## config.mk

```make
export PLATFORM = sky130hd
export DESIGN_NAME = bounded_deque_with_search
export DESIGN_NICKNAME = d
export VERILOG_FILES = /design/src/sv/bdqs_pkg.sv /design/src/sv/bdqs_ram.sv /design/src/sv/bdqs_front.sv /design/src/sv/bdqs_back.sv /design/src/sv/bounded_deque_with_search.sv
export SDC_FILE = /design/constraint.sdc
export NUM_CORES = 1
export LEC_CHECK = 0
export ABC_AREA = 1
export BUFFER_PORTS_ARGS = -buffer_cell sky130_fd_sc_hd__buf_4
export CELL_PAD_IN_SITES_DETAIL_PLACEMENT = 1
export CELL_PAD_IN_SITES_GLOBAL_PLACEMENT = 1
export CORE_MARGIN = 5
export CORE_UTILIZATION = 53
export DETAILED_ROUTE_END_ITERATION = 16
export PLACE_DENSITY_LB_ADDON = 0.1
export SLEW_MARGIN = 10
export SYNTH_ARGS = -nofsm -noshare
export SYNTH_HDL_FRONTEND = slang
export SYNTH_SLANG_ARGS = --single-unit
```

## constraint.sdc

```tcl
create_clock -name clk -period 9.63 [get_ports clk]
set_input_delay 1.926 -clock clk [delete_from_list [all_inputs] [get_ports clk]]
set_output_delay 1.926 -clock clk [all_outputs]
set_load 0.005 [all_outputs]
```

## src/sv/bdqs_pkg.sv

```systemverilog
`timescale 1ns / 1ps
// ----------------------------------------------------------------------------
// bdqs_pkg
// Shared types and codes for the bounded deque with membership search.
// ----------------------------------------------------------------------------
package bdqs_pkg;

  localparam int VALUE_W  = 32;
  localparam int CMD_W    = 3;
  localparam int STATUS_W = 2;
  localparam int COUNT_W  = 5;

  // command codes on the input channel
  localparam logic [CMD_W-1:0] CMD_PUSH_FRONT = 3'd0;
  localparam logic [CMD_W-1:0] CMD_PUSH_BACK  = 3'd1;
  localparam logic [CMD_W-1:0] CMD_POP_FRONT  = 3'd2;
  localparam logic [CMD_W-1:0] CMD_POP_BACK   = 3'd3;
  localparam logic [CMD_W-1:0] CMD_CLEAR      = 3'd4;
  localparam logic [CMD_W-1:0] CMD_SEARCH     = 3'd5;

  // result status codes
  localparam logic [STATUS_W-1:0] STS_OK    = 2'd0;
  localparam logic [STATUS_W-1:0] STS_EMPTY = 2'd1;
  localparam logic [STATUS_W-1:0] STS_FULL  = 2'd2;

  // decoded operation, unknown codes become a no-op
  typedef enum logic [2:0] {
    OP_PUSH_FRONT,
    OP_PUSH_BACK,
    OP_POP_FRONT,
    OP_POP_BACK,
    OP_CLEAR,
    OP_SEARCH,
    OP_NOP
  } op_t;

  typedef struct packed {
    op_t                op;
    logic [VALUE_W-1:0] value;
  } qitem_t;

  // status sits in the lowest bits when packed onto the bus
  typedef struct packed {
    logic [COUNT_W-1:0]  count;
    logic                found;
    logic [STATUS_W-1:0] status;
  } result_t;

endpackage

```

## src/sv/bdqs_ram.sv

```systemverilog
`timescale 1ns / 1ps
// ----------------------------------------------------------------------------
// bdqs_ram
// Generic single-write, single-read memory with registered read data.
// ----------------------------------------------------------------------------
module bdqs_ram #(
  parameter int WIDTH = 32,
  parameter int DEPTH = 16,
  localparam int AW = $clog2(DEPTH)
) (
  input  logic             clk,
  input  logic             we,
  input  logic [AW-1:0]    waddr,
  input  logic [WIDTH-1:0] wdata,
  input  logic             re,
  input  logic [AW-1:0]    raddr,
  output logic [WIDTH-1:0] rdata
);

  logic [WIDTH-1:0] mem [DEPTH];
  logic [WIDTH-1:0] rdata_r;

  always_ff @(posedge clk) begin
    if (we) begin
      mem[waddr] <= wdata;
    end
    if (re) begin
      rdata_r <= mem[raddr];
    end
  end

  assign rdata = rdata_r;

endmodule

```

## src/sv/bdqs_front.sv

```systemverilog
`timescale 1ns / 1ps
// ----------------------------------------------------------------------------
// bdqs_front
// Accepts requests, decodes the command and holds them in a two-entry queue.
// ----------------------------------------------------------------------------
module bdqs_front
  import bdqs_pkg::*;
(
  input  logic               clk,
  input  logic               rst_n,
  input  logic               in_tvalid,
  output logic               in_tready,
  input  logic [VALUE_W-1:0] in_tdata,
  input  logic [CMD_W-1:0]   in_tuser,
  output logic               q_vld,
  output qitem_t             q_item,
  input  logic               q_pop
);

  qitem_t      slot_r [2];
  logic        wr_ptr_r, wr_ptr_nxt;
  logic        rd_ptr_r, rd_ptr_nxt;
  logic [1:0]  fill_r, fill_nxt;
  logic        push, pop;
  op_t         op_dec;

  always_comb begin
    unique case (in_tuser)
      CMD_PUSH_FRONT: op_dec = OP_PUSH_FRONT;
      CMD_PUSH_BACK:  op_dec = OP_PUSH_BACK;
      CMD_POP_FRONT:  op_dec = OP_POP_FRONT;
      CMD_POP_BACK:   op_dec = OP_POP_BACK;
      CMD_CLEAR:      op_dec = OP_CLEAR;
      CMD_SEARCH:     op_dec = OP_SEARCH;
      default:        op_dec = OP_NOP;
    endcase
  end

  assign in_tready = (fill_r != 2'd2);
  assign push      = in_tvalid && in_tready;
  assign q_vld     = (fill_r != 2'd0);
  assign pop       = q_pop && q_vld;
  assign q_item    = slot_r[rd_ptr_r];

  always_comb begin
    wr_ptr_nxt = push ? !wr_ptr_r : wr_ptr_r;
    rd_ptr_nxt = pop ? !rd_ptr_r : rd_ptr_r;
    fill_nxt   = fill_r + 2'(push) - 2'(pop);
  end

  always_ff @(posedge clk) begin
    if (!rst_n) begin
      wr_ptr_r <= 1'b0;
      rd_ptr_r <= 1'b0;
      fill_r   <= 2'd0;
    end else begin
      wr_ptr_r <= wr_ptr_nxt;
      rd_ptr_r <= rd_ptr_nxt;
      fill_r   <= fill_nxt;
    end
    if (push) begin
      slot_r[wr_ptr_r] <= '{op: op_dec, value: in_tdata};
    end
  end

endmodule

```

## src/sv/bdqs_back.sv

```systemverilog
`timescale 1ns / 1ps
// ----------------------------------------------------------------------------
// bdqs_back
// Executes queued requests on the ring store and scans it for searches.
// ----------------------------------------------------------------------------
module bdqs_back
  import bdqs_pkg::*;
#(
  parameter int DEPTH = 16
) (
  input  logic    clk,
  input  logic    rst_n,
  input  logic    q_vld,
  input  qitem_t  q_item,
  output logic    q_pop,
  output logic    out_vld,
  output result_t out_res,
  input  logic    out_rdy
);

  localparam int AW = $clog2(DEPTH);
  localparam int CW = $clog2(DEPTH + 1);
  localparam int SW = CW + 1;

  typedef enum logic [1:0] {
    ST_IDLE,
    ST_SEARCH,
    ST_DONE
  } state_t;

  state_t             state_r, state_nxt;
  logic [AW-1:0]      front_r, front_nxt;
  logic [CW-1:0]      cnt_r, cnt_nxt;
  logic [CW-1:0]      idx_r, idx_nxt;
  logic               cmp_vld_r, cmp_vld_nxt;
  logic               hit_r, hit_nxt;
  logic [VALUE_W-1:0] key_r, key_nxt;
  logic               out_vld_r, out_vld_nxt;
  result_t            res_r, res_nxt;

  logic               can_emit, emit, match, full, empty;
  logic [STATUS_W-1:0] sts;
  logic               fnd;
  logic               we, re;
  logic [AW-1:0]      waddr, raddr;
  logic [VALUE_W-1:0] rdata;

  function automatic logic [AW-1:0] ring_add(input logic [AW-1:0] pos,
                                             input logic [CW-1:0] off);
    logic [SW-1:0] s;
    s = SW'(pos) + SW'(off);
    if (s >= SW'(DEPTH)) begin
      s = s - SW'(DEPTH);
    end
    return s[AW-1:0];
  endfunction

  bdqs_ram #(
    .WIDTH(VALUE_W),
    .DEPTH(DEPTH)
  ) u_store (
    .clk  (clk),
    .we   (we),
    .waddr(waddr),
    .wdata(q_item.value),
    .re   (re),
    .raddr(raddr),
    .rdata(rdata)
  );

  assign can_emit = !out_vld_r || out_rdy;
  assign full     = (cnt_r == CW'(DEPTH));
  assign empty    = (cnt_r == '0);
  assign match    = cmp_vld_r && (rdata == key_r);
  assign raddr    = ring_add(front_r, idx_r);

  always_comb begin
    state_nxt   = state_r;
    front_nxt   = front_r;
    cnt_nxt     = cnt_r;
    idx_nxt     = idx_r;
    cmp_vld_nxt = 1'b0;
    hit_nxt     = hit_r;
    key_nxt     = key_r;
    q_pop       = 1'b0;
    we          = 1'b0;
    waddr       = ring_add(front_r, cnt_r);
    re          = 1'b0;
    emit        = 1'b0;
    sts         = STS_OK;
    fnd         = 1'b0;

    unique case (state_r)
      ST_IDLE: begin
        if (q_vld && can_emit) begin
          q_pop = 1'b1;
          emit  = 1'b1;
          unique case (q_item.op)
            OP_PUSH_FRONT: begin
              if (full) begin
                sts = STS_FULL;
              end else begin
                front_nxt = (front_r == '0) ? AW'(DEPTH - 1) : front_r - 1'b1;
                waddr     = front_nxt;
                we        = 1'b1;
                cnt_nxt   = cnt_r + 1'b1;
              end
            end
            OP_PUSH_BACK: begin
              if (full) begin
                sts = STS_FULL;
              end else begin
                we      = 1'b1;
                cnt_nxt = cnt_r + 1'b1;
              end
            end
            OP_POP_FRONT: begin
              if (empty) begin
                sts = STS_EMPTY;
              end else begin
                front_nxt = ring_add(front_r, CW'(1));
                cnt_nxt   = cnt_r - 1'b1;
              end
            end
            OP_POP_BACK: begin
              if (empty) begin
                sts = STS_EMPTY;
              end else begin
                cnt_nxt = cnt_r - 1'b1;
              end
            end
            OP_CLEAR: begin
              if (empty) begin
                sts = STS_EMPTY;
              end else begin
                cnt_nxt   = '0;
                front_nxt = '0;
              end
            end
            OP_SEARCH: begin
              if (empty) begin
                sts = STS_EMPTY;
              end else begin
                // result goes out once the scan ends
                emit      = 1'b0;
                key_nxt   = q_item.value;
                idx_nxt   = '0;
                state_nxt = ST_SEARCH;
              end
            end
            default: begin
            end
          endcase
        end
      end
      ST_SEARCH: begin
        // one read issued per cycle, compare lags by the ram read register
        re          = (idx_r < cnt_r) && !match;
        cmp_vld_nxt = re;
        if (re) begin
          idx_nxt = idx_r + 1'b1;
        end
        if (cmp_vld_r && (match || idx_r == cnt_r)) begin
          hit_nxt   = match;
          state_nxt = ST_DONE;
        end
      end
      ST_DONE: begin
        if (can_emit) begin
          emit      = 1'b1;
          fnd       = hit_r;
          state_nxt = ST_IDLE;
        end
      end
      default: begin
        state_nxt = ST_IDLE;
      end
    endcase

    out_vld_nxt = emit || (out_vld_r && !out_rdy);
    res_nxt     = res_r;
    if (emit) begin
      res_nxt = '{count: COUNT_W'(cnt_nxt), found: fnd, status: sts};
    end
  end

  always_ff @(posedge clk) begin
    if (!rst_n) begin
      state_r   <= ST_IDLE;
      front_r   <= '0;
      cnt_r     <= '0;
      idx_r     <= '0;
      cmp_vld_r <= 1'b0;
      hit_r     <= 1'b0;
      out_vld_r <= 1'b0;
    end else begin
      state_r   <= state_nxt;
      front_r   <= front_nxt;
      cnt_r     <= cnt_nxt;
      idx_r     <= idx_nxt;
      cmp_vld_r <= cmp_vld_nxt;
      hit_r     <= hit_nxt;
      out_vld_r <= out_vld_nxt;
    end
    key_r <= key_nxt;
    res_r <= res_nxt;
  end

  assign out_vld = out_vld_r;
  assign out_res = res_r;

endmodule

```

## src/sv/bounded_deque_with_search.sv

```systemverilog
`timescale 1ns / 1ps
// ----------------------------------------------------------------------------
// bounded_deque_with_search
// Ring-buffer deque of signed 32-bit values with push/pop at both ends,
// clear and a membership search; one result per request.
// ----------------------------------------------------------------------------
//  channel  | direction | tdata                                 | tuser
//  ---------+-----------+---------------------------------------+------------
//  in_      | request   | [31:0] value                          | [2:0] command
//  out_     | result    | [1:0] status, [2] found, [7:3] count  | -
//
//  a request is seen in the two-entry queue in the cycle after acceptance; the engine
//  behind it takes a push, pop, clear or no-op request and registers its result in the same cycle.
//  a search reads the store through its single read port, one entry a cycle, ending early on a match.
//  rst_n clears the count and front position; the store itself is not cleared.
//  a stalled result register holds the engine; the queue takes two more requests.
// ----------------------------------------------------------------------------
module bounded_deque_with_search
  import bdqs_pkg::*;
#(
  parameter int DEPTH = 16
) (
  input  logic                      clk,
  input  logic                      rst_n,
  input  logic                      in_tvalid,
  output logic                      in_tready,
  input  logic [VALUE_W-1:0]        in_tdata,   // [31:0] value
  input  logic [CMD_W-1:0]          in_tuser,   // [2:0] command
  output logic                      out_tvalid,
  input  logic                      out_tready,
  output logic [$bits(result_t)-1:0] out_tdata  // [1:0] status, [2] found, [7:3] count
);

  logic    q_vld, q_pop;
  qitem_t  q_item;
  result_t res;

  bdqs_front u_front (
    .clk      (clk),
    .rst_n    (rst_n),
    .in_tvalid(in_tvalid),
    .in_tready(in_tready),
    .in_tdata (in_tdata),
    .in_tuser (in_tuser),
    .q_vld    (q_vld),
    .q_item   (q_item),
    .q_pop    (q_pop)
  );

  bdqs_back #(
    .DEPTH(DEPTH)
  ) u_back (
    .clk    (clk),
    .rst_n  (rst_n),
    .q_vld  (q_vld),
    .q_item (q_item),
    .q_pop  (q_pop),
    .out_vld(out_tvalid),
    .out_res(res),
    .out_rdy(out_tready)
  );

  assign out_tdata = res;

endmodule

```

==> summary.txt <==
Global route
  – Vias in the first global route: around 18000
  – First-pass GRT wire length: 108000 um
  – GRT Residual Overflow: 0
  – Largest net degree at the start of global routing: between 100 and 150
  – Initial antenna violation count: 0
  – Met2 track demand over resource: 0.424
  – Gr busiest metal: met2
  – GR Layer Usage met1: 0.337
  – GRT Util Overall: 0.250
  – Met3 Use GR: 0.0402

Floorplanning
  – Core area: 52300 um^2
  – Initial Utilization: 0.532
  – Die H: 239 um
  – Ports: 49
  – Die W: between 200 and 250 um
  – Row count: 84
  – Die Area: 57300 um^2

Hold path
  – HP Start: u_back.cnt_r[4]
  – Hold crit path type: reg2reg
  – Hold endpoint: u_back.cnt_r[4]
  – Hold Path Depth: 2

Finish
  – Layout cells sized above 1: 0.115
  – # fillers: between 4000 and 5000
  – Most frequent cells in the layout: edfxtp_1 (654), inv_1 (235), nand2_1 (228), o21ai_0 (215), a21oi_1 (187)
  – Area grow syn2layout: 12.7%
  – Commonest non-fill, non-tap cell in the layout: edfxtp_1
  – Cell Count, Final, Fillers Out: ~2900
  – Antenna Cells: 0
  – Nets: between 2000 and 2500

Logic synthesis
  – Asr flop ratio synth: 0
  – Post-Synth Simple-Gate Area: 0.0518
  – Synthesized area per cell: around 13 um^2
  – Distinct cells, synth: between 40 and 50
  – Post-synthesis mux area share: 0.0589
  – Mapped cell area: 27900 um^2
  – Seq/Total Area, Yosys: 0.722
  – Adder-cell share of the synthesized area: 0.00997
  – Synth Area in XOR/XNOR: 0.00660
  – Main combinational cell family by area after synthesis: compound AO/OA/AOI/OAI gates
  – Cells after synthesis: 2087
  – Synth Area in Compound Gates: 0.103
  – Yosys reg bits: a little under 700
  – Number of enable flip-flop cells after synthesis: about 650
  – Mapped Nets: 2147
  – Predominant post-synthesis flop cell: edfxtp_1
  – Synth Warn #: 0

Setup path
  – R2r setup slk: between 5 and 6 ns
  – Worst reg2reg path depth: 9
  – Startpoint types: primary input
  – Worst reg2reg startpoint: u_back.front_r[1]
  – R2R Path End: u_back.u_store.rdata[28]
  – Crit Path Category: in2reg
  – CP Data Required Time: between 9 and 10 ns
  – Crit end category: flop
  – Worst EP arrival: roughly 4.6 ns
  – CP Max Fanout: 17

Power and ir drop
  – Worst vdd ir: between 0.15 and 0.2 mV
  – Power share of the sequential group: 0.419
  – Clk pwr share: 0.297
  – Net Sw Frac: 0.336
  – LEAKAGE: around 11 nW
  – Cell Int Power: 6.11 mW
  – Cell Pwr Density: 293 nW/um^2
  – Sw Pwr: around 3 mW
  – Comb power frac: 0.284

Timing
  – Max-slew violation count: 0
  – Hold violation count in the final report: 0
  – Unrepaired setup endpoints after global routing: no
  – Peak Freq: 231 MHz
  – Setup ws final: ~5.3 ns
  – Max-slew headroom: 0.138
  – Worst Skew: 0.0266 ns
  – Hold WS: 0.496 ns
  – Slew at the pin with the worst max-slew slack: 1.29 ns
  – Crit path time final: ~4.3 ns
  – Post-Route Setup TNS: 0 ns
  – Final period util: 0.450
  – Final setup fails: 0

Clocking
  – PostCTS Resize Cnt: 0
  – Clock buffer depth: 3
  – Post-CTS Setup Inserts: 0
  – H-tree Lvls: 3
  – TritonCTS clock tree: built
  – Hold_buf cts: 0
  – Root Buffer: clkbuf_16
  – Clk_lat worst skew: between 0.6 and 0.7 ns
  – Worst-path clk slew: around 0.050 ns
  – TritonCTS sink count: around 680
  – Total CTS buffers: a little over 70

Status
  – Status: completed

Routing
  – Iter 0 DRT Violations: 1319
  – DR vias: 16736
  – DRT Wirelength: between 70000 and 80000 um
  – Post-detailed-route DRC marker count: 0
  – Avg Vias per Cell: around 5.8
  – DRT antenna net count: 0
  – TritonRoute pass-1 iters: 5
  – Wire per inst: 24.9 um

Placed design
  – # placed instances: between 2000 and 3000
  – DP HPWL: roughly 42000 um
  – GP Congestion: ~0.82
  – Pre-CTS setup slack: between 4 and 5 ns
  – Port bufs: 48

Job
  – Max Cap Violations: 0
==> flip-flops by register name (all words and copies together), names as in the netlist, 2 cells and up, named ones only <==
signal / cells
u_back.cnt_r: 5
u_back.front_r: 4
u_back.idx_r: 5
u_back.key_r: 32
u_back.out_res: 8
u_back.state_r: 2
u_back.u_store.mem: 512
u_back.u_store.rdata: 32
u_front.fill_r: 2
u_front.slot_r: 70
==> metrics by stage <==
| stage | total power, mW | instance area [um^2] | util |
|---|---|---|---|
| after CTS | 9.26 | 31400 | 0.599 |
| after floorplan | 5.58 | 27900 | - |
| after detailed placement | 6.52 | 29100 | 0.555 |
| after global routing | 9.64 | 31400 | 0.600 |
| after global placement | 6.41 | 29100 | 0.555 |
| final | 9.20 | 31400 | 0.600 |
==> per-layer routing <==
layer	share of wire	wire, um
met1	0.43	30800
met2	0.50	35700
met3	0.050	3570
met4	0.022	1570
met5	0	0
==> area by class of cell <==
type                            instances  area [um^2]  share of cell area
Clock inverter                         37          419              0.0133
Multi-Input combinational cell       1070         6600               0.210
Inverter                              240          902              0.0287
Timing Repair Buffer                   79          618              0.0197
Tap cell                              688          861              0.0274
Sequential cell                       678        20100               0.641
Clock buffer                           90         1890              0.0602
==> critical path, stage by stage <==
cell and delay, ns:
buf_4 0.08, inv_1 0.04, nand2_1 0.10, o21ai_0 0.15, nor2_4 0.24, nand2_4 0.12
nor2_8 0.11, inv_2 0.09, nand2_2 0.09, o21ai_4 0.07, nor2_1 0.16, nand2_1 0.27
nor2_4 0.70, buf_4 0.42
==> synthesized netlist by cell type, drive strengths merged (3+ instances only) <==
master / count / area [um^2]
a21oi: 187 / 936
nand3: 26 / 130
a31oi: 32 / 200
buf: 34 / 195
nor3: 6 / 30.0
o21ai: 223 / 1150
clkbuf: 65 / 244
ha: 19 / 238
dfxtp: 24 / 480
mux2i: 128 / 1280
inv: 240 / 901
nor2: 75 / 320
or2: 3 / 18.8
mux2: 32 / 360
xnor2: 10 / 87.6
edfxtp: 654 / 19600
nand4: 4 / 25.0
o211ai: 66 / 495
xor2: 11 / 96.3
nand2: 232 / 891
==> cell families (layout without fill, tap and decap cells) <==
kind of cell	Yosys count	after routing
AOI/OAI and AO/OA	518	518
muxes	160	160
adders and majority gates	21	21
DFF	678	678
and+or+nand+nor	350	350
buffers and inverters	339	446
xor gates and xnor gates	21	21
==> how the worst max path moves through the flow <==
stage,start,endpoint,slack (ns),cells after the start
global placement,out_tready,u_back.u_store.mem[4][24],4.82,11
global route,out_tready,u_back.u_store.mem[6][7],5.17,11
detailed placement,out_tready,u_back.u_store.mem[4][28],4.63,11
finish,out_tready,u_back.u_store.mem[11][21],5.29,14
CTS,out_tready,u_back.u_store.mem[5][16],5.28,11
floorplan,out_tready,u_back.u_store.mem[10][0],4.92,12
==> power groups by stage <==
| stage | clock (mW) | combinational (mW) | sequential, mW |
|---|---|---|---|
| after detailed placement | 0 | 2.60 | 3.91 |
| after floorplan | 0 | 1.71 | 3.86 |
| after global routing | 2.91 | 2.86 | 3.87 |
| after CTS | 2.78 | 2.63 | 3.85 |
| after global placement | 0 | 2.51 | 3.90 |
| final | 2.74 | 2.61 | 3.85 |
Note: power is estimated with default switching activity, not from simulation.
